## config.mk

```make
export PLATFORM = sky130hd
export DESIGN_NAME = tkst_cell
export DESIGN_NICKNAME = d
export VERILOG_FILES = /design/src/sv/tkst_pkg.sv /design/src/sv/tkst_cell.sv
export SDC_FILE = /design/constraint.sdc
export NUM_CORES = 1
export LEC_CHECK = 0
export BUFFER_PORTS_ARGS = -buffer_cell sky130_fd_sc_hd__clkbuf_2
export CAP_MARGIN = 40
export CELL_PAD_IN_SITES_DETAIL_PLACEMENT = 1
export CELL_PAD_IN_SITES_GLOBAL_PLACEMENT = 2
export CORE_AREA = 2 2 229 231
export DETAILED_ROUTE_END_ITERATION = 12
export DIE_AREA = 0 0 231 233
export GPL_TIMING_DRIVEN = 0
export PLACE_DENSITY_LB_ADDON = 0.1
export SYNTH_ARGS = -nofsm -noshare
export SYNTH_HDL_FRONTEND = slang
export SYNTH_SLANG_ARGS = --single-unit
export TNS_END_PERCENT = 1
```

## constraint.sdc

```tcl
create_clock -name clock -period 3.85 [get_ports clock]
set_input_delay 0.77 -clock clock [delete_from_list [all_inputs] [get_ports clock]]
set_output_delay 0.77 -clock clock [all_outputs]
set_load 0.02 [all_outputs]
```

## src/sv/tkst_pkg.sv

```systemverilog
// ----------------------------------------------------------------------------
// tkst_pkg
// Shared types and constants for the top-k score table.
// ----------------------------------------------------------------------------
package tkst_pkg;

   localparam int SCORE_W     = 32;
   localparam int NAME_LOW_W  = 64;
   localparam int NAME_MID_W  = 64;
   localparam int NAME_HIGH_W = 32;
   localparam int INDEX_W     = 4;
   localparam int RANK_W      = 4;

   // request tdata: entry_index, new_score, new_name_low/mid/high, padded
   localparam int REQ_DATA_W = 200;
   // response tdata: placed_rank, in_top_ten, read_score, read_name_*, padded
   localparam int RSP_DATA_W = 200;

   localparam logic [RANK_W-1:0] RANK_MAX = 4'd15;

   // "empty" packed low byte first
   localparam logic [NAME_LOW_W-1:0] EMPTY_TEXT = 64'h0000_0079_7470_6D65;

   typedef enum logic {
      OP_INSERT = 1'b0,
      OP_READ   = 1'b1
   } opcode_type;

   typedef struct packed {
      logic signed [SCORE_W-1:0] score;
      logic [NAME_LOW_W-1:0]     name_low;
      logic [NAME_MID_W-1:0]     name_mid;
      logic [NAME_HIGH_W-1:0]    name_high;
   } entry_type;

   // control that every cell of the chain sees
   typedef struct packed {
      logic insert;     // an insert beat is accepted this cycle
      logic prev_keep;  // the upper neighbor keeps its entry
      logic last;       // this cell holds the lowest slot
   } cell_ctrl_type;

endpackage

```

## src/sv/tkst_cell.sv

```systemverilog
// ----------------------------------------------------------------------------
// tkst_cell
// One slot of the score table: holds an entry, keeps it, takes the new
// entry, or takes the entry of its upper neighbor on an insert.
// ----------------------------------------------------------------------------
module tkst_cell (
   input  logic                    clock,
   input  logic                    reset,
   input  tkst_pkg::cell_ctrl_type ctrl,
   input  tkst_pkg::entry_type     new_entry,
   input  tkst_pkg::entry_type     prev_entry,
   output tkst_pkg::entry_type     entry_out,
   output logic                    keep_out
);

   tkst_pkg::entry_type entry_ff;
   tkst_pkg::entry_type entry_in;
   logic                keep;

   // an equal or higher score stays above the new entry; the last slot never stays
   assign keep = !ctrl.last && (entry_ff.score >= new_entry.score);

   always_comb begin
      entry_in = entry_ff;
      if (ctrl.insert && !keep) begin
         if (ctrl.prev_keep) begin
            entry_in = new_entry;
         end else begin
            entry_in = prev_entry;
         end
      end
   end

   always_ff @(posedge clock) begin
      if (reset) begin
         entry_ff.score     <= '0;
         entry_ff.name_low  <= tkst_pkg::EMPTY_TEXT;
         entry_ff.name_mid  <= '0;
         entry_ff.name_high <= '0;
      end else begin
         entry_ff <= entry_in;
      end
   end

   assign entry_out = entry_ff;
   assign keep_out  = keep;

endmodule

```

After elaboration in Yosys (flattened, before gate mapping)
Cells that the tools add are included.
Widths: inputs -> output; s select.
- bits in registers: 192
- input port bits: 389
- logic and storage cells: 10
- order comparisons: 1
- mux-type cells: 1
- reduce and logical (&&, ||, !) cells: 4
- operators by type and width (kind ; number):
    $mux 192 ; 1
    $ge 32x32->1 ; 1
    $logic_and 1x1->1 ; 2
    $logic_not 1->1 ; 2

Longest topological paths before layout
- depth after elaboration: 4
- depth in mapped cells: 12
- depth with buffers taken out: 9

Worst setup path after synthesis
No wires, ideal clock.
- path kind: input-to-output
- from: input new_entry[191] (netlist bit)
- to: output keep_out
- arrival time: 2.501 ns
- data required time: 3.080 ns
- slack: 0.579 ns
- stages: 8
- cell sequence: inv_1 > ha_1 > nand4_2 > nor4_4 > nor3b_2 > a211oi_1 > xnor2_1 > a21oi_1
- cells in the longest elaborated chain, start to end: 2
- ends and longest elaborated chain (element ; RTL line ; source):
    from (decl) ; tkst_cell.sv:10 ; input tkst_pkg::entry_type new_entry,
    $ge 32x32->1 ; tkst_cell.sv:21 ; assign keep = !ctrl.last && (entry_ff.score >= new_entry.score);
    $logic_and 1x1->1 ; tkst_cell.sv:21 ;
    to (decl) ; tkst_cell.sv:13 ; output logic keep_out
No other way between the ends.

Worst setup path in the final report
Ends and elaborated chain as after synthesis.

==> impl_metrics.ini <==
[logic_synthesis]
ys_ff_latch = 192
ys_async_sr_fraction = 0
synth-edff-count = 0
yosysUniqueCellTypes = 32
synth_warnings = 0
seq_area_frac_synth = 0.391
syn_avg_cell_area_um2 = 9.55
synthFlopType = dfxtp_1
syn-cell-area_um2 = 9830
syn_nets = 1450
synthCells = 1029

[setup_path]
rr_endpoint = entry_out[189]
crit_chain = clkbuf_2, inv_1, ha_1, nand4_2, nor4_4, nor3b_2, a211oi_1, xnor2_1, a21oi_1, clkbuf_2
endpoint_kind = output pin
worstPathArrival_ns = 2.85
required_ns = 3.08
critPathTopFamily = simple AND/OR/NAND/NOR gates
rrSetupSlack_ns = 0.46
critPathBufInv = 3
reg2reg_from = entry_out[165]
worst-r2r-cell-count = 10
crit_path_frequent_cell = clkbuf_2
crit_path_start_kind = primary input
worst-path-stages = 10
worstSetupPathType = primary input to output pin
max_stage_delay_ns = 0.45
worst-path-max-fanout = 5
cp_slowest_cell = nor4_4

[sta]
final.setup.tns_ns = 0
slew_headroom = 0.428
rsz0062_at_grt = false
layout_setup_ws_ns = 0.226
finalClockSkew_ns = 0.0111
max_freq_mhz = 276
setup_violations = 0
finalHoldViolCount = 0
period_share = 0.941
worst_pin_slew_ns = 0.859
min_period_ns = 3.62
drv_slew = 0

[cts]
postCtsHoldBufs = 0
htreeDepth = 4
cts.clk_slew.worst_paths_ns = 0.07
cts_root_buffer = clkbuf_16
clock_latency_ns = 0.49
cts_made_buffers = 17
cts.path.max_buffers = 2
cts_tree = built
cts_sinks = 192

[outcome]
status = complete, no violations

[hold_path]
holdPathStages = 2
worstHoldEndpoint = entry_out[96]
min_path_type = flop to flop
hold_path.startpoint = entry_out[96]

[final_layout]
fin_cells = 2326
fin_util = 0.278
drive_gt1_frac = 0.418
largest_reg_flops = 192
syn_to_final_growth_pct = 44.8
final_nets = 2053

[detailed_routing]
wirelength_mm = 50.5
vias = 10300
viasPerCell = 4.45
detail-route-antenna-nets = 0
dr.pass1.iters = 4
drc = 0
wl_per_cell_um = 21.7
drt_iter0_markers = 301

[place]
gp_congestion = 0.807
preCtsSetupSlack_ns = -0.210
io_buffer_count = 579
dp.cells = 2292
hpwl_mm = 41.5

[floorplanning]
start_util = 0.192
io_pins = 582
rows = 83
dieWidth_um = 231
core_um2 = 51100
fp.dieH_um = 233
dieArea_um2 = 53800

[global_routing]
grt_pass1_wl_mm = 72.0
first_global_vias = 11100
antenna_found_initial = 6
grt_max_degree = 18
globalRouteOverflowTotal = 0
grt_use_total = 0.184

[job]
drv_cap = 0

[power]
total_power_mw = 6.82
p_per_area_nw_per_um2 = 479
vdd_drop_max_mv = 0.332
leakagePower_nw = 6.71
-- kinds of logic after synthesis --
group           count (synthesis)  synth area share
simple gates                  245             0.133
flops                         192             0.391
mux                           171             0.174
fa+ha+maj                      32            0.0407
buf+inv                       147            0.0646
xor+xnor                        1          0.000892
compound gates                241             0.195
-- power by group --
group	total, mW	internal [mW]	switching (mW)
Clock	1.87	0.968	0.900
Sequential	2.50	2.31	0.196
Combinational	2.45	0.887	1.57
-- tightest hold or removal path, delay by kind of cell (launching register included) --
kind | cells | cell delay [ns]
and+or+nand+nor | 1 | 0.06
AOI/OAI and AO/OA | 1 | 0.10
DFF | 1 | 0.33
-- synthesized netlist by cell type, types with 7 or more instances --
master	instances	share of area
a211oi_1	152	0.12
a211oi_2	41	0.052
a21oi_1	38	0.019
buf_2	12	0.0061
buf_4	10	0.0076
clkbuf_1	84	0.032
dfxtp_1	192	0.39
ha_1	32	0.041
inv_1	35	0.013
mux2i_1	171	0.17
nand2_1	11	0.0042
nand4_1	7	0.0045
nor2b_1	22	0.014
nor3_1	172	0.088
nor4_1	23	0.015
-- through the flow --
| stage | area, um2 | hold WS [ns] |
|---|---|---|
| after CTS | 14200 | 0.524 |
| final | 14200 | 0.519 |
| after global routing | 14200 | 0.551 |
| after detailed placement | 13600 | 0.506 |
| after global placement | 13600 | 0.490 |
| after floorplan | 9830 | 0.639 |
-- worst max path at each step --
stage,to,from
final,keep_out,new_entry[191]
after global routing,entry_out[186],new_entry[165]
after CTS,keep_out,new_entry[191]
after detailed placement,entry_out[153],new_entry[187]
after global placement,entry_out[152],new_entry[165]
after floorplan,keep_out,new_entry[191]
-- per-layer routing --
metal  vias up  wire [um]  GRT usage
li1       5098          -          -
met5         -         53          0
met3        38       3510     0.0594
met4         8        722     0.0528
met1      4871      20800      0.211
met2       331      25500      0.324
-- layout make-up --
cell class | count | area (um2)
clock buffers | 18 | 429
clock inverters | 14 | 153
inverters | 35 | 131
fillers | 6104 | 36900
repair buffers | 584 | 2970
plain buffers | 112 | 504
well taps | 680 | 851
diodes | 1 | 2.50
flip-flops and latches | 192 | 3840
multi-input cells | 690 | 5350
-- cell usage in the layout (no fill, tap or decap), types with 2 or more instances in the layout --
cell,count
nor3_1,172
clkinv_2,4
nor4_1,23
clkbuf_2,580
inv_6,4
a211oi_2,41
a211oi_1,152
nand4_1,7
o21ai_0,4
clkbuf_16,17
a21oi_1,38
mux2i_1,171
nand2_1,11
buf_6,6
inv_1,35
nand3_1,4
buf_2,12
buf_1,2
nor2b_1,22
buf_8,3
bufinv_16,2
clkbuf_1,84
clkinvlp_4,2
buf_4,10
ha_1,32
dfxtp_1,192
inv_8,2
-- timing repair --
item | in CTS | in global routing
setup endpoints to repair | 0 | 1
buffers inserted | 0 | 0
gates resized for setup | 0 | 2
(Power assumes the default switching activity.)
